File: src/design/ssfp_pkg.sv
// ----------------------------------------------------------------------------
// ssfp_pkg
// Types and constants shared by the servo status frame parser.
// ----------------------------------------------------------------------------
package ssfp_pkg;

  localparam logic [7:0] HDR_BYTE = 8'hFF;
  localparam logic [7:0] MAX_LEN  = 8'd254;
  localparam logic [7:0] ERR_MASK = 8'h7F;

  localparam logic OP_BYTE    = 1'b0;
  localparam logic OP_TIMEOUT = 1'b1;

  localparam logic KIND_PARAM = 1'b0;
  localparam logic KIND_END   = 1'b1;

  localparam logic [2:0] ST_OK       = 3'd0;
  localparam logic [2:0] ST_HEADER   = 3'd1;
  localparam logic [2:0] ST_LENGTH   = 3'd2;
  localparam logic [2:0] ST_CHECKSUM = 3'd3;
  localparam logic [2:0] ST_TIMEOUT  = 3'd4;

  typedef struct packed {
    logic       op;
    logic [7:0] rx_byte;
  } in_item_t;

  // Item after the front end has sorted it
  typedef struct packed {
    logic       is_timeout;
    logic       is_hdr;
    logic [7:0] rx_byte;
  } item_class_t;

  typedef struct packed {
    logic       kind;
    logic [2:0] status;
    logic [7:0] servo_id;
    logic [6:0] error_flags;
    logic [7:0] data_byte;
    logic [7:0] byte_index;
    logic [7:0] payload_length;
  } result_t;

endpackage

File: src/design/ssfp_fifo.sv
// ----------------------------------------------------------------------------
// ssfp_fifo
// Small register queue with a show-ahead head entry.
// ----------------------------------------------------------------------------
module ssfp_fifo #(
  parameter int unsigned WIDTH = 8,
  parameter int unsigned DEPTH = 2
) (
  input  logic             clk_i,
  input  logic             rst_ni,
  input  logic             wr_i,
  input  logic [WIDTH-1:0] wr_data_i,
  output logic             full_o,
  input  logic             rd_i,
  output logic [WIDTH-1:0] rd_data_o,
  output logic             empty_o
);

  localparam int unsigned AW = (DEPTH > 1) ? $clog2(DEPTH) : 1;
  localparam int unsigned CW = $clog2(DEPTH + 1);

  logic [WIDTH-1:0] mem_q [DEPTH];
  logic [AW-1:0]    wr_ptr_q, wr_ptr_d;
  logic [AW-1:0]    rd_ptr_q, rd_ptr_d;
  logic [CW-1:0]    count_q, count_d;
  logic             do_wr, do_rd;

  assign full_o    = (count_q == CW'(DEPTH));
  assign empty_o   = (count_q == '0);
  assign rd_data_o = mem_q[rd_ptr_q];
  assign do_wr     = wr_i && !full_o;
  assign do_rd     = rd_i && !empty_o;

  always_comb begin
    wr_ptr_d = wr_ptr_q;
    rd_ptr_d = rd_ptr_q;
    count_d  = count_q;
    if (do_wr) begin
      wr_ptr_d = (wr_ptr_q == AW'(DEPTH - 1)) ? '0 : wr_ptr_q + AW'(1);
    end
    if (do_rd) begin
      rd_ptr_d = (rd_ptr_q == AW'(DEPTH - 1)) ? '0 : rd_ptr_q + AW'(1);
    end
    case ({do_wr, do_rd})
      2'b10:   count_d = count_q + CW'(1);
      2'b01:   count_d = count_q - CW'(1);
      default: count_d = count_q;
    endcase
  end

  always_ff @(posedge clk_i or negedge rst_ni) begin
    if (!rst_ni) begin
      wr_ptr_q <= '0;
      rd_ptr_q <= '0;
      count_q  <= '0;
    end else begin
      wr_ptr_q <= wr_ptr_d;
      rd_ptr_q <= rd_ptr_d;
      count_q  <= count_d;
    end
  end

  always_ff @(posedge clk_i) begin
    if (do_wr) begin
      mem_q[wr_ptr_q] <= wr_data_i;
    end
  end

endmodule

File: src/design/ssfp_front.sv
// ----------------------------------------------------------------------------
// ssfp_front
// Accepts bus items, sorts them into timeout / header / other and queues
// them for the parser.
// ----------------------------------------------------------------------------
module ssfp_front #(
  parameter int unsigned DEPTH = 2
) (
  input  logic                  clk_i,
  input  logic                  rst_ni,
  input  logic                  push_i,
  input  ssfp_pkg::in_item_t    in_item_i,
  output logic                  full_o,
  input  logic                  take_i,
  output logic                  valid_o,
  output ssfp_pkg::item_class_t item_o
);

  ssfp_pkg::item_class_t cls;
  logic                  empty;

  always_comb begin
    cls.is_timeout = (in_item_i.op == ssfp_pkg::OP_TIMEOUT);
    cls.is_hdr     = (in_item_i.rx_byte == ssfp_pkg::HDR_BYTE);
    cls.rx_byte    = in_item_i.rx_byte;
  end

  ssfp_fifo #(
    .WIDTH ($bits(ssfp_pkg::item_class_t)),
    .DEPTH (DEPTH)
  ) u_queue (
    .clk_i     (clk_i),
    .rst_ni    (rst_ni),
    .wr_i      (push_i),
    .wr_data_i (cls),
    .full_o    (full_o),
    .rd_i      (take_i),
    .rd_data_o (item_o),
    .empty_o   (empty)
  );

  assign valid_o = !empty;

endmodule

File: src/design/ssfp_engine.sv
// ----------------------------------------------------------------------------
// ssfp_engine
// Per-byte frame parser: tracks the frame phase, the checksum and the
// parameter count, and produces parameter and frame-end results.
// ----------------------------------------------------------------------------
module ssfp_engine (
  input  logic                  clk_i,
  input  logic                  rst_ni,
  input  logic                  valid_i,
  input  ssfp_pkg::item_class_t item_i,
  output logic                  take_o,
  input  logic                  res_full_i,
  output logic                  emit_o,
  output ssfp_pkg::result_t     result_o
);

  typedef enum logic [2:0] {
    PH_HUNT1,
    PH_HUNT2,
    PH_ID,
    PH_LEN,
    PH_ERR,
    PH_PARAM,
    PH_CHK
  } phase_e;

  phase_e     phase_q, phase_d;
  logic [7:0] frame_id_q, frame_id_d;
  logic [7:0] frame_len_q, frame_len_d;
  logic [7:0] seen_q, seen_d;
  logic [7:0] sum_q, sum_d;
  logic [6:0] err_q, err_d;
  logic       emit, hunt;
  logic [7:0] b;
  logic [8:0] seen_plus3;

  assign take_o     = valid_i && !res_full_i;
  assign emit_o     = take_o && emit;
  assign b          = item_i.rx_byte;
  assign seen_plus3 = {1'b0, seen_q} + 9'd3;

  always_comb begin
    phase_d     = phase_q;
    frame_id_d  = frame_id_q;
    frame_len_d = frame_len_q;
    seen_d      = seen_q;
    sum_d       = sum_q;
    err_d       = err_q;
    emit        = 1'b0;
    hunt        = 1'b0;

    result_o.kind           = ssfp_pkg::KIND_END;
    result_o.status         = ssfp_pkg::ST_OK;
    result_o.servo_id       = frame_id_q;
    result_o.error_flags    = err_q;
    result_o.data_byte      = '0;
    result_o.byte_index     = '0;
    result_o.payload_length = '0;

    if (item_i.is_timeout) begin
      emit                    = 1'b1;
      hunt                    = 1'b1;
      result_o.status         = ssfp_pkg::ST_TIMEOUT;
      result_o.payload_length = seen_q;
    end else begin
      case (phase_q)
        PH_HUNT1, PH_HUNT2: begin
          if (!item_i.is_hdr) begin
            emit            = 1'b1;
            hunt            = 1'b1;
            result_o.status = ssfp_pkg::ST_HEADER;
          end else begin
            phase_d = (phase_q == PH_HUNT1) ? PH_HUNT2 : PH_ID;
          end
        end
        PH_ID: begin
          frame_id_d = b;
          sum_d      = b;
          phase_d    = PH_LEN;
        end
        PH_LEN: begin
          if (b == 8'd0 || b > ssfp_pkg::MAX_LEN) begin
            emit            = 1'b1;
            hunt            = 1'b1;
            result_o.status = ssfp_pkg::ST_LENGTH;
          end else begin
            frame_len_d = b;
            sum_d       = sum_q + b;
            phase_d     = (b == 8'd1) ? PH_CHK : PH_ERR;
          end
        end
        PH_ERR: begin
          err_d   = b[6:0];
          sum_d   = sum_q + b;
          phase_d = (frame_len_q > 8'd2) ? PH_PARAM : PH_CHK;
        end
        PH_PARAM: begin
          emit                = 1'b1;
          result_o.kind       = ssfp_pkg::KIND_PARAM;
          result_o.data_byte  = b;
          result_o.byte_index = seen_q;
          sum_d               = sum_q + b;
          seen_d              = seen_q + 8'd1;
          // the last parameter leaves only the checksum byte
          if (seen_plus3 >= {1'b0, frame_len_q}) begin
            phase_d = PH_CHK;
          end
        end
        PH_CHK: begin
          emit                    = 1'b1;
          hunt                    = 1'b1;
          result_o.payload_length = seen_q;
          result_o.status = (~sum_q != b) ? ssfp_pkg::ST_CHECKSUM : ssfp_pkg::ST_OK;
        end
        default: begin
          hunt = 1'b1;
        end
      endcase
    end

    if (hunt) begin
      phase_d     = PH_HUNT1;
      frame_id_d  = '0;
      frame_len_d = '0;
      seen_d      = '0;
      sum_d       = '0;
      err_d       = '0;
    end
  end

  always_ff @(posedge clk_i or negedge rst_ni) begin
    if (!rst_ni) begin
      phase_q     <= PH_HUNT1;
      frame_id_q  <= '0;
      frame_len_q <= '0;
      seen_q      <= '0;
      sum_q       <= '0;
      err_q       <= '0;
    end else if (take_o) begin
      phase_q     <= phase_d;
      frame_id_q  <= frame_id_d;
      frame_len_q <= frame_len_d;
      seen_q      <= seen_d;
      sum_q       <= sum_d;
      err_q       <= err_d;
    end
  end

endmodule

File: src/design/servo_status_frame_parser_core.sv
// ----------------------------------------------------------------------------
// servo_status_frame_parser_core
// Parser for servo status frames arriving byte by byte on a half-duplex bus.
// ----------------------------------------------------------------------------
// Accepts one bus byte or timeout event per clock while the front queue is
// not full, and gives at most one result per item. Items enter a front queue
// of FRONT_DEPTH entries; the parser state machine takes one item per cycle
// from its head while the result queue has room and writes any result into a
// result queue of RESULT_DEPTH entries, read through empty/pop. A result is
// registered into the result queue as the parser takes its item and can then
// be popped from the result ports. Sustained rate is one item per cycle; a
// full result queue stalls the parser and then the front queue.
module servo_status_frame_parser_core #(
  parameter int unsigned FRONT_DEPTH  = 2,
  parameter int unsigned RESULT_DEPTH = 2
) (
  input  logic               clk_i,
  input  logic               rst_ni,
  input  logic               push,
  output logic               full,
  input  ssfp_pkg::in_item_t in_item_i,
  output logic               empty,
  input  logic               pop,
  output ssfp_pkg::result_t  result_o
);

  ssfp_pkg::item_class_t item;
  ssfp_pkg::result_t     eng_result;
  logic                  item_valid;
  logic                  eng_take;
  logic                  eng_emit;
  logic                  res_full;

  ssfp_front #(
    .DEPTH (FRONT_DEPTH)
  ) u_front (
    .clk_i     (clk_i),
    .rst_ni    (rst_ni),
    .push_i    (push),
    .in_item_i (in_item_i),
    .full_o    (full),
    .take_i    (eng_take),
    .valid_o   (item_valid),
    .item_o    (item)
  );

  ssfp_engine u_engine (
    .clk_i      (clk_i),
    .rst_ni     (rst_ni),
    .valid_i    (item_valid),
    .item_i     (item),
    .take_o     (eng_take),
    .res_full_i (res_full),
    .emit_o     (eng_emit),
    .result_o   (eng_result)
  );

  ssfp_fifo #(
    .WIDTH ($bits(ssfp_pkg::result_t)),
    .DEPTH (RESULT_DEPTH)
  ) u_result_q (
    .clk_i     (clk_i),
    .rst_ni    (rst_ni),
    .wr_i      (eng_emit),
    .wr_data_i (eng_result),
    .full_o    (res_full),
    .rd_i      (pop),
    .rd_data_o (result_o),
    .empty_o   (empty)
  );

  // A result only shows up after the parser wrote one
  a_result_source : assert property (@(posedge clk_i) disable iff (!rst_ni)
    $fell(empty) |-> $past(eng_emit))
    else $error("result appeared without a parser write");

  // Never take an item while the result queue has no room
  a_take_room : assert property (@(posedge clk_i) disable iff (!rst_ni)
    eng_take |-> !res_full)
    else $error("parser advanced into a full result queue");

  // Parameter results always carry ok status and no length
  a_param_fields : assert property (@(posedge clk_i) disable iff (!rst_ni)
    (eng_emit && eng_result.kind == ssfp_pkg::KIND_PARAM) |->
      (eng_result.status == ssfp_pkg::ST_OK && eng_result.payload_length == 8'd0))
    else $error("malformed parameter result");

endmodule

File: config.mk
export PLATFORM = sky130hd
export DESIGN_NAME = servo_status_frame_parser_core
export DESIGN_NICKNAME = d
export VERILOG_FILES = /design/src/design/ssfp_pkg.sv /design/src/design/ssfp_fifo.sv /design/src/design/ssfp_front.sv /design/src/design/ssfp_engine.sv /design/src/design/servo_status_frame_parser_core.sv
export SDC_FILE = /design/constraint.sdc
export NUM_CORES = 1
export LEC_CHECK = 0
export ABC_CLOCK_PERIOD_IN_PS = 3530
export BUFFER_PORTS_ARGS = -buffer_cell sky130_fd_sc_hd__buf_2
export CORE_AREA = 3 3 119 121
export CTS_CLUSTER_SIZE = 25
export DETAILED_ROUTE_END_ITERATION = 8
export DIE_AREA = 0 0 122 124
export GPL_TIMING_DRIVEN = 0
export PLACE_DENSITY = 0.75
export RECOVER_POWER = 100
export SETUP_SLACK_MARGIN = 0.1
export SKIP_LAST_GASP = 1
export SYNTH_ARGS = -nofsm -noshare
export SYNTH_HDL_FRONTEND = slang
export SYNTH_SLANG_ARGS = --single-unit
File: constraint.sdc
create_clock -name clk_i -period 3.53 [get_ports clk_i]
set_input_delay 0.1765 -clock clk_i [delete_from_list [all_inputs] [get_ports clk_i]]
set_output_delay 0.1765 -clock clk_i [all_outputs]
set_load 0.01 [all_outputs]
# == After elaboration in Yosys (flattened, before gate mapping) ==
# Memories as Yosys holds them, arrays and structs flattened.
# Cells that the tools add are included.
# word_totals
elab_cells,135
input_bits,13
out_inout_bits,45
mem_count,2
ram_bits,106
ff_bits,50
# classes
n_reduce_logical,33
n_eq_ne,20
muxes,53
bitwise_logic,1
add_sub_neg,11
order_cmp,3
# mem_list
memory,words,word_bits,read_ports,rd_clocked_by_memory_dff,write_ports,line_no,text
u_result_q.mem_q,2,43,1,0,1,ssfp_fifo.sv:22,logic [WIDTH-1:0] mem_q [DEPTH];
u_front.u_queue.mem_q,2,10,1,0,1,ssfp_fifo.sv:22,
# ops
op,n
8-bit two-way mux,15
16-bit two-way mux,2
8-bit case mux with 3 select lines,1
7-bit two-way mux,3
3-bit two-way mux,6
1-bit two-way mux,15
3-bit case mux with 5 select lines,1
2-bit nonzero test,6
2-bit two-way mux,5
"8-bit by 2-bit adder with 9-bit output, second input constant",1
"3-bit equality test, second input constant",3
9-bit by 8-bit >= comparator with 1-bit output,1
3-bit case mux with 3 select lines,1
3-bit AND reduction,3
"8-bit by 1-bit adder with 8-bit output, second input constant",1
8-bit adder,1
"2-bit equality test, second input constant",4
"8-bit by 1-bit equality test with 1-bit output, second input constant",1
"8-bit equality test, second input constant",1
"8-bit by 2-bit greater-than comparator with 1-bit output, second input constant",1
"8-bit greater-than comparator, second input constant",1
8-bit logical NOT,1
8-bit inequality test,1
8-bit inverter,1
22 further kinds,45

# == Depth between registers and ports, before layout ==
# Gate-level depths: netlist (run 1).
# An unclocked memory read counts as a cell.
# logic_depth
depth_word,10
mapped_depth,11
depth_no_buf,10

# == Hierarchy ==
# Synthesis (run 1) repeated with hierarchy kept, for this count alone.
# unflattened
hier_cells,546
area_unflattened_um2,7414.6
# modules_own_cells
mod,area_per_inst_um2,seq_area_each_um2,n_inst,cells_each
ssfp_fifo at u_result_q,3500.9,2682.6,1,152
ssfp_engine,2976.6,1051.0,1,341
ssfp_fifo at u_front.u_queue,917.1,700.7,1,49
ssfp_front,20.0,0.0,1,4

# == Worst setup path before layout (run 1) ==
# No wires, ideal clock.
# synth_timing
path_type,register to register
start,register u_front.u_queue.rd_ptr_q
end,"memory u_result_q.mem_q[0][0] (netlist name), enable pin"
path_slack_ns,-0.319
required_ns,3.087
path_stages_with_launch,8
path_buffers,1
period_less_slack_ns,3.849
t_arrival_ns,3.406
path_cell_list,dfrtp_1 buf_6 mux2i_2 or3_1 a211oi_1 o21ai_0 a21o_1 nor2_1
# synth_between
elab_chain_len,10
elab_cells_between_ends,12
# synth_rtl
element,line_no,text
from (decl),ssfp_fifo.sv:24,"logic [AW-1:0] rd_ptr_q, rd_ptr_d;"
from (signal assigned),ssfp_fifo.sv:58,rd_ptr_q <= rd_ptr_d;
memory 2 x 10 bit *,n/a,
8-bit greater-than comparator / 8-bit logical NOT (equally long branches),ssfp_engine.sv:82,if (b == 8'd0 || b > ssfp_pkg::MAX_LEN) begin
1-bit logical OR,ssfp_engine.sv:82,
1-bit two-way mux,ssfp_engine.sv:82,
1-bit case mux with 3 select lines,ssfp_engine.sv:66,case (phase_q)
1-bit two-way mux *,ssfp_engine.sv:60,if (item_i.is_timeout) begin
1-bit logical AND *,ssfp_engine.sv:38,assign emit_o = take_o && emit;
1-bit logical AND *,ssfp_fifo.sv:31,assign do_wr = wr_i && !full_o;
1-bit two-way mux *,ssfp_fifo.sv:64,if (do_wr) begin
1-bit two-way mux (not written as such) *,ssfp_fifo.sv:65,mem_q[wr_ptr_q] <= wr_data_i;
to (decl),ssfp_fifo.sv:22,
# Every way passes the cells marked *; elsewhere a longest branch is shown, timed or not.

# == Final worst setup path (run 1) ==
# layout_timing
start,register u_front.u_queue.rd_ptr_q
end,register u_engine.sum_q[7]
# layout_between
elab_chain_len,8
elab_cells_between_ends,17
# layout_rtl
element,line_no,text
memory 2 x 10 bit *,n/a,
8-bit greater-than comparator / 8-bit logical NOT (equally long branches),ssfp_engine.sv:82,
1-bit logical OR,ssfp_engine.sv:82,
1-bit two-way mux,ssfp_engine.sv:82,
1-bit case mux with 3 select lines,ssfp_engine.sv:66,
1-bit two-way mux,ssfp_engine.sv:60,
"3-bit by 2-bit inequality test with 1-bit output (no source line), or another cell as far along",n/a,
4-bit AND reduction (no source line),n/a,
to (signal assigned),ssfp_engine.sv:144,sum_q <= sum_d;
to (decl),ssfp_engine.sv:31,"logic [7:0] sum_q, sum_d;"
# Every way passes the cells marked *; elsewhere a longest branch is shown, timed or not. The select of a mux whose other input is x is not followed.
# A chain may end at the register's enable or synchronous reset.

==> summary.txt, run 1 <==
status - complete, but fails checks
failing checks - capacitance limit, slew limit
syn_area_per_cell - 13.0 µm²
crit path max fanout - 10
top-count cell post-synth - edfxtp_1
routed len/inst - 18.1 µm
Tot GR Track Use - 20.7%
leakage power - 0.00310 µW
Max-Cap Viols - 1
Top FF cell, synth - edfxtp_1
Antenna diodes - 0
area of the core - 13200 µm²
Worst Clk Skew - 8.49 ps
final-stage net count - 663
DR iter-0 viols - 421
Boundary Pins - 58
post-route ant nets - 0
Clock H-tree levels - 4
Max clock buf depth - 2
TritonCTS clock tree - done
hold crit path type - primary input to register
worst-skew pair later-pin latency - 430 ps
CTS Root Cell - clkbuf_16
pwr dens - 941 nW/µm²
Most common cell on crit path - buf_6
Vias per Instance - 5.71
top cells by count, synth - edfxtp_1, dfrtp_1, mux2_2, nand2_1, nor2_1
setup bufs post-CTS - 0
CTS Buf Count - 17
standard-cell rows - 42
initial antenna violation count - 0
peak supply drop - 0.000399 V
number of global-route vias before repair - 4758
gr ovfl total - 0
utilization after layout - 62.1%
Tcrit/Tclk final - 94.5%
via count - 4676
die area - 15100 µm²
die height - 124 µm
kind of critical path - register to register
Initial Utilization - 53.5%
Port Buf Inserts - 57
Die X - 122 µm
CP startpoint kind - register
clock sink count - 156
# DRC - 0
DP Cell Count - 778
routed wire length - 14.8 mm
Final Slew Violations - 51
total chip power - 7710 µW
crit-path cells - buf_6 > buf_6 > mux2i_1 > inv_1 > ha_1 > and3_1 > a221oi_1 > o21ai_0 > and4b_1 > nor3_1 > o211ai_1
critical path's largest stage delay - 570 ps
# setup viols final - 0
RSZ-0062 raised after global routing - true
largest net degree at the start of global routing - 51
post-synthesis sequential area ratio - 62.8%
drt first pass iters - 5
Ys Warns - 0
Synth area leader - edfxtp_1
Hold Fails Final Rpt - 0
number of flops mapped to enable cells by yosys - 106
capturing element type of the critical path - register
Top delay family on crit path - compound AO/OA/AOI/OAI gates
Synth Net Count - 576
Max Fclk - 300 MHz
share of the synthesized area in the top cell type - 45.1%
Mapped Area - 7060 µm²
FF+latch count, synth - 156
area growth from synthesis to layout - 15.9%
Slew Limit Headroom - -85.6%
final worst setup slack - 193 ps
post-place setup slack - 132 ps
fraction of layout cells with a size suffix above 1 - 14.8%
RD Place Congestion - 0.890
global-route wire length before repair - 23.6 mm
worst path required time - 3840 ps
slew of the pin with the lowest slew margin - 2780 ps
Post-Layout Cell Count - 819
largest cells by area after synthesis - edfxtp_1, dfrtp_1, mux2_2
Critical path buffers and inverters - 3
ys async rst share - 32.1%
Unique masters post-synth - 56
critical path's slowest cell - mux2i_1
critical path data arrival time - 3650 ps
Syn Inst Count - 543
minimum clock period - 3340 ps
post-detail-place hpwl - 10.1 mm
clk slew on worst S/H paths - 60 ps
stage by stage:
step	area, µm²	TNS, ps	hold WS (ps)
CTS	8290	0	10.4
finish	8190	0	88.6
detailed placement	7620	0	377
global placement	7570	-152400	365
global route	8190	0	82.0
floorplan	7060	-27460	-119
final cells by class:
type / count / area [µm²]
Clock buffer: 17 / 425
Fill cell: 1045 / 5000
Inverter: 35 / 131
Sequential cell: 156 / 4430
Buffer: 23 / 101
Tap cell: 176 / 220
Clock inverter: 15 / 155
Timing Repair Buffer: 68 / 343
Multi-Input combinational cell: 329 / 2380
path summary, 6_finish.rpt:
path | from | slack, ps | depth (start not counted) | to
worst min register to register | u_engine.err_q[2] | 470 | 0 | u_result_q.mem_q[1][26]
max in group asynchronous | rst_ni | 1320 | 1 | u_engine.frame_id_q[5]
worst min-delay path | push | 90 | 3 | u_front.u_queue.wr_ptr_q
worst max register to register | u_front.u_queue.rd_ptr_q | 190 | 11 | u_engine.sum_q[7]
min in group asynchronous | rst_ni | 630 | 1 | u_engine.seen_q[5]
worst max-delay path | u_front.u_queue.rd_ptr_q | 190 | 11 | u_engine.sum_q[7]
state kept, by name, summed over array words and instances (netlist names), 2 cells and up:
name and flops:
u_engine.frame_id_q 8, u_engine.seen_q 8, u_front.u_queue.mem_q 20, u_engine.phase_q 3, u_engine.frame_len_q 8, u_engine.err_q 7
u_result_q.count_q 2, u_engine.sum_q 8, u_front.u_queue.count_q 2, u_result_q.mem_q 86
where the power goes:
| part | switching [µW] | total, µW | internal, µW |
|---|---|---|---|
| Sequential | 233 | 2940 | 2710 |
| Clock | 777 | 1770 | 992 |
| Combinational | 1880 | 3000 | 1120 |
| Total | 2890 | 7710 | 4820 |
cells in the final DEF (no fill, tap or decap), drive strengths merged, types with 5 or more instances in the layout:
cell type and count:
nor3 6, clkbuf 89, inv 41, edfxtp 106, a21oi 30, mux2i 14
nand3 9, a21o 7, nor2 36, dlygate4sd3 9, clkinv 5, o21ai 23
nand2 36, a22o 7, o22ai 12, ha 19, buf 10, xnor2 19
nand4 8, and3 6, nand2b 5, mux2 43, dfrtp 50
repair_timing:
item                                   in CTS  in global routing
endpoints found under the hold margin      18                  0
gates resized for setup                     0                  3
setup endpoints to repair                   0                  2
hold buffers                                9                  0
cell families (layout without fill, tap and decap cells):
kind of cell / Yosys count / after routing / synth area share (%)
adders and majority gates: 20 / 20 / 3.65
xor gates and xnor gates: 22 / 22 / 2.73
muxes: 57 / 57 / 9.30
AOI/OAI and AO/OA: 101 / 101 / 9.21
buffers and inverters: 58 / 158 / 3.38
DFF: 156 / 156 / 62.8
and+or+nand+nor: 129 / 129 / 8.95
routing by layer:
metal  track usage [%]  up-vias  share of wire (%)
met4              11.6        0                3.1
met2              34.9      156                 51
li1                  -     2175                  -
met1              24.8     2306                 41
met3              4.27       39                5.0
met5                 0        -                  0
worst reg2reg max path, cell delays in order (launching register included):
cell	delay, ps
dfrtp_1	350
buf_6	150
buf_6	170
mux2i_1	580
inv_1	220
ha_1	390
and3_1	210
a221oi_1	410
o21ai_0	240
and4b_1	250
nor3_1	140
o211ai_1	120
(Power assumes the default switching activity.)
==> run 2, diff against run 1 <==
--- a/config.mk
+++ b/config.mk
@@ -5,12 +5,13 @@
 export SDC_FILE = /design/constraint.sdc
 export NUM_CORES = 1
 export LEC_CHECK = 0
+export ABC_AREA = 1
 export ABC_CLOCK_PERIOD_IN_PS = 3530
 export BUFFER_PORTS_ARGS = -buffer_cell sky130_fd_sc_hd__buf_2
-export CORE_AREA = 3 3 119 121
+export CORE_AREA = 3 3 121 123
 export CTS_CLUSTER_SIZE = 25
 export DETAILED_ROUTE_END_ITERATION = 8
-export DIE_AREA = 0 0 122 124
+export DIE_AREA = 0 0 124 126
 export GPL_TIMING_DRIVEN = 0
 export PLACE_DENSITY = 0.75
 export RECOVER_POWER = 100
==> summary.txt, run 2 <==
utilization after layout - 61.6%
Most common cell on crit path - nand2_1
final-stage net count - 884
Slew Limit Headroom - -91.8%
Largest regs - u_result_q.mem_q: 86 flops, u_front.u_queue.mem_q: 20 flops
Initial Utilization - 53.4%
Ys Warns - 0
global-route wire length before repair - 24.9 mm
Mapped Area - 7360 µm²
Tot GR Track Use - 20.9%
number of flops mapped to enable cells by yosys - 106
clock power share - 24.4%
flop-to-flop setup slack - 530 ps
FILL cells - 1170
DR iter-0 viols - 429
post-route ant nets - 0
Hold Crit Depth - 3
fraction of layout cells with a size suffix above 1 - 6.25%
Max clock buf depth - 2
drt first pass iters - 5
initial antenna violation count - 0
Max-Cap Viols - 1
RD Place Congestion - 0.874
FF+latch count, synth - 156
critical path's slowest cell - nor2_1
most frequent cells in the layout - nand2_1, edfxtp_1, clkbuf_1
post-synthesis sequential area ratio - 60.2%
CTS Buf Count - 17
minimum clock period - 3000 ps
die area - 15600 µm²
Syn Inst Count - 764
top cells by count, synth - nand2_1, edfxtp_1, nor2_1, inv_1, dfrtp_1
routed len/inst - 14.8 µm
Final Slew Violations - 51
worst-skew pair later-pin latency - 430 ps
Unique masters post-synth - 34
routed wire length - 15.4 mm
capturing element type of the critical path - register
largest net degree at the start of global routing - 51
NetSw - 3310 µW
final worst setup slack - 530 ps
# DRC - 0
reg-to-reg endpoint - u_result_q.mem_q[0][3]
gr ovfl total - 0
Internal - 4880 µW
leakage power - 0.00385 µW
syn_area_per_cell - 9.63 µm²
most common cell after layout, fill and taps aside - nand2_1
via count - 5370
Top delay family on crit path - simple AND/OR/NAND/NOR gates
Antenna diodes - 0
TritonCTS clock tree - done
Reg with most FFs - u_result_q.mem_q
Top FF cell, synth - edfxtp_1
Clock H-tree levels - 4
Worst Clk Skew - 9.46 ps
Hold Fails Final Rpt - 0
ys async rst share - 32.1%
number of global-route vias before repair - 5073
launching point of the worst reg2reg path - u_front.u_queue.rd_ptr_q
Boundary Pins - 58
hold crit path type - primary input to register
sequential power share - 36.3%
switching share of power - 40.4%
Vias per Instance - 5.14
Synth area leader - edfxtp_1
post-place setup slack - 708 ps
CTS Root Cell - clkbuf_16
share of the synthesized area in the top cell type - 43.2%
peak supply drop - 0.000399 V
worst path required time - 3610 ps
status - complete, but fails checks
top-count cell post-synth - nand2_1
largest cells by area after synthesis - edfxtp_1, dfrtp_1, nand2_1
RSZ-0062 raised after global routing - false
Die X - 124 µm
crit path max fanout - 37
crit-path cells - buf_6 > clkbuf_1 > nand2_1 > nand2_1 > nor2_1 > nand4_1 > nand3_1 > inv_1 > clkbuf_4
Tcrit/Tclk final - 85.0%
# setup viols final - 0
standard-cell rows - 43
Largest register FFs - 86
Logic pwr share - 39.3%
Synth Net Count - 797
critical path's largest stage delay - 650 ps
area growth from synthesis to layout - 15.2%
clock sink count - 156
Hold Crit Start - pop
slew of the pin with the lowest slew margin - 2880 ps
area of the core - 13800 µm²
Crit. Startpoint - u_front.u_queue.rd_ptr_q
Hold WS - 139 ps
die height - 126 µm
failing checks - capacitance limit, slew limit
Critical path buffers and inverters - 4
pwr dens - 966 nW/µm²
critical path data arrival time - 3080 ps
Setup TNS - 0 ps
Worst R2R Path Depth - 9
CP startpoint kind - register
Max Fclk - 333 MHz
Port Buf Inserts - 57
clk slew on worst S/H paths - 60 ps
Min-Delay Endpoint - u_result_q.rd_ptr_q
post-detail-place hpwl - 10.5 mm
kind of critical path - register to register
## run 2: stage by stage
stage	std cells	area (µm²)	total power (µW)
floorplan	764	7360	5320
global placement	1001	7870	6360
detailed placement	1003	7930	6490
CTS	1044	8670	8500
global route	1044	8480	8800
finish	1044	8480	8190
## run 2: timing repair
item / CTS / global route
hold buffers: 9 / 0
resized for setup: 0 / 0
endpoints found under the hold margin: 18 / 0
setup buffers: 0 / 0
## run 2: layout make-up
cell class                 instances  area [µm²]  area share (%)
clock buffer                      17         425            5.02
multi-input combinational        530        2510            29.6
timing repair buffer              68         342            4.03
tap                              180         225            2.66
sequential                       156        4430            52.3
inverter                          57         218            2.57
clock inverter                    15         229            2.70
buffer                            21        96.3            1.14
## run 2: cell families (layout without fill, tap and decap cells)
kind of cell	Yosys count	count (layout)	synth area share, %
AOI/OAI and AO/OA	47	47	3.65
xor gates and xnor gates	23	23	2.74
adders and majority gates	20	20	3.50
buffers and inverters	78	178	4.71
DFF	156	156	60.2
and+or+nand+nor	440	440	25.2
## run 2: how the worst max path moves through the flow
| stage | slack [ps] | end | cells past startpoint |
|---|---|---|---|
| 5_1_grt | 260 | u_engine.sum_q[7] | 12 |
| 4_1_cts | 690 | u_result_q.mem_q[1][0] | 14 |
| 6_report | 530 | u_result_q.mem_q[0][3] | 9 |
| 3_5_place_dp | 710 | u_result_q.mem_q[1][27] | 14 |
| 3_3_place_gp | -230 | u_result_q.mem_q[1][2] | 13 |
| 2_1_floorplan | 630 | u_result_q.mem_q[1][0] | 13 |
## run 2: power groups by stage
| stage | logic, µW | clock network (µW) | registers, µW |
|---|---|---|---|
| 2_1_floorplan | 2360 | 0 | 2960 |
| 3_3_place_gp | 3350 | 0 | 3010 |
| 3_5_place_dp | 3490 | 0 | 3000 |
| 4_1_cts | 3510 | 2020 | 2970 |
| 5_1_grt | 3660 | 2110 | 3030 |
| 6_report | 3220 | 2000 | 2970 |
## run 2: layer usage
layer / wire, µm / share of wire, % / vias to the layer above / GRT usage (%)
li1: - / - / 2685 / -
met5: 0 / 0 / - / 0
met3: 860 / 5.6 / 28 / 4.85
met4: 327 / 2.1 / 0 / 7.93
met1: 6830 / 44 / 2514 / 27.8
met2: 7390 / 48 / 143 / 33.6
## run 2: worst register-to-register path: cells and delay by family, from the launching register on
kind / cells / cell delay, ps
flip-flops: 1 / 370
AND/OR/NAND/NOR: 5 / 1340
buffers and inverters: 4 / 930
==> run 3, diff against run 2 <==
--- a/config.mk
+++ b/config.mk
@@ -6,14 +6,14 @@
 export NUM_CORES = 1
 export LEC_CHECK = 0
 export ABC_AREA = 1
-export ABC_CLOCK_PERIOD_IN_PS = 3530
+export ABC_CLOCK_PERIOD_IN_PS = 3100
 export BUFFER_PORTS_ARGS = -buffer_cell sky130_fd_sc_hd__buf_2
-export CORE_AREA = 3 3 121 123
+export CORE_AREA = 3 3 115 117
 export CTS_CLUSTER_SIZE = 25
 export DETAILED_ROUTE_END_ITERATION = 8
-export DIE_AREA = 0 0 124 126
+export DIE_AREA = 0 0 118 120
 export GPL_TIMING_DRIVEN = 0
-export PLACE_DENSITY = 0.75
+export PLACE_DENSITY = 0.79
 export RECOVER_POWER = 100
 export SETUP_SLACK_MARGIN = 0.1
 export SKIP_LAST_GASP = 1
==> constraint.sdc (replaced) <==
create_clock -name clk_i -period 3.1 [get_ports clk_i]
set_input_delay 0.155 -clock clk_i [delete_from_list [all_inputs] [get_ports clk_i]]
set_output_delay 0.155 -clock clk_i [all_outputs]
set_load 0.01 [all_outputs]
==> summary.txt, run 3 (same netlist as run 2, synthesis figures left out) <==
Most common cell on crit path - inv_2
Largest register FFs - 86
peak supply drop - 0.000471 V
RSZ-0062 raised after global routing - false
routed wire length - 16.5 mm
# DRC - 0
WL met2 - 8.00 mm
drt first pass iters - 6
final-stage net count - 884
critical path's largest stage delay - 710 ps
hold crit path type - primary input to register
initial antenna violation count - 0
Hold Fails Final Rpt - 0
kind of critical path - register to register
fraction of layout cells with a size suffix above 1 - 6.83%
Reg with most FFs - u_result_q.mem_q
TritonCTS clock tree - done
DR iter-0 viols - 682
die area - 14200 µm²
launching point of the worst reg2reg path - u_engine.phase_q[1]
PostCTS Resize Cnt - 0
pwr dens - 1080 nW/µm²
Largest regs - u_result_q.mem_q: 86 flops, u_front.u_queue.mem_q: 20 flops
number of global-route vias before repair - 5372
Worst R2R Path Depth - 7
critical path data arrival time - 2850 ps
Hold Crit Depth - 3
worst-skew pair later-pin latency - 430 ps
post-detail-place hpwl - 11.5 mm
Area after DPL - 7890 µm²
Hold Buf Count CTS - 10
Crit. Startpoint - u_engine.phase_q[1]
Antenna diodes - 0
Critical path buffers and inverters - 3
CP startpoint kind - register
capturing element type of the critical path - register
design area - 8400 µm²
Max clock buf depth - 2
CTS Root Cell - clkbuf_16
area of the core - 12500 µm²
minimum clock period - 2800 ps
via count - 5576
slew of the pin with the lowest slew margin - 1330 ps
Slew Limit Headroom - 11.4%
worst path required time - 3150 ps
# setup viols final - 0
post-place setup slack - 414 ps
most common cell after layout, fill and taps aside - nand2_1
crit path max fanout - 43
Max-Cap Viols - 0
setup bufs post-CTS - 0
DP Cell Count - 994
utilization after layout - 67.4%
Boundary Pins - 58
Max Fclk - 357 MHz
Crit. path cell count - 7
leakage power - 0.00379 µW
Initial Utilization - 59.0%
post-route ant nets - 0
DR WL met3 - 1.00 mm
most frequent cells in the layout - nand2_1, edfxtp_1, clkbuf_1
critical path's slowest cell - inv_2
largest net degree at the start of global routing - 51
Port Buf Inserts - 57
CTS Buf Count - 17
Setup TNS - 0 ps
routed len/inst - 15.9 µm
Worst Clk Skew - 7.54 ps
Vias per Instance - 5.38
Top delay family on crit path - simple AND/OR/NAND/NOR gates
standard-cell rows - 41
Tcrit/Tclk final - 90.3%
Clock H-tree levels - 4
final worst setup slack - 301 ps
clock sink count - 156
gr ovfl total - 0
global-route wire length before repair - 26.9 mm
status - finished clean
DR top layer - met4
Hold Crit Start - pop
Final Slew Violations - 0
die height - 120 µm
Tot GR Track Use - 24.5%
crit-path cells - clkbuf_1 > or2_0 > nor2_1 > inv_2 > nand4_1 > nand3_1 > inv_2
DRT met1 WL - 7.20 mm
RD Place Congestion - 0.913
Die X - 118 µm
clk slew on worst S/H paths - 60 ps
Post-Layout Cell Count - 1036
area growth from synthesis to layout - 14.1%
run 3: cell types whose count changed in the layout (fill, tap and decap cells not counted), sizes merged:
cell,before,now
clkinvlp,1,5
bufinv,4,1
clkbuf,90,88
inv,63,61
buf,7,8
clkinv,4,5
dlygate4sd3,9,10
run 3: final timing paths:
path | end | slack (ps)
setup / recovery | u_result_q.mem_q[0][3] | 300
hold / removal | u_result_q.rd_ptr_q | 120
setup reg to reg | u_result_q.mem_q[0][3] | 300
hold reg to reg | u_result_q.wr_ptr_q | 480
max in group asynchronous | u_engine.sum_q[4] | 1720
min in group asynchronous | u_engine.frame_id_q[7] | 580
run 3: where the power goes:
group / leakage (µW) / internal, µW / switching [µW] / total (µW)
sequential: 0.00167 / 3150 / 257 / 3400
clock: 0.000265 / 1110 / 862 / 1980
combinational: 0.00186 / 1020 / 2690 / 3720
total: 0.00379 / 5290 / 3810 / 9100
run 3: layer usage:
| metal | vias to the layer above | track usage [%] |
|---|---|---|
| li1 | 2687 | - |
| met1 | 2650 | 32.1 |
| met2 | 209 | 40.5 |
| met3 | 30 | 5.61 |
| met4 | 0 | 8.86 |
| met5 | - | 0 |
run 3: cell type report:
type | count | area [µm²]
plain buffers | 21 | 104
inverters | 57 | 218
fillers | 966 | 4070
well taps | 172 | 215
multi-input cells | 530 | 2530
clock buffers | 17 | 425
repair buffers | 68 | 329
clock inverters | 15 | 139
flip-flops and latches | 156 | 4430
run 3: stage by stage:
stage	total power (µW)	hold WS (ps)
after global placement	7200	342
final	9100	123
after floorplan	6060	-141
after CTS	9380	116
after global routing	9730	134
after detailed placement	7390	348
run 3: tightest hold or removal path, delay by kind of cell:
family,cells,cell delay (ps)
compound gates,1,170
xor+xnor,1,100
buf+inv,1,90
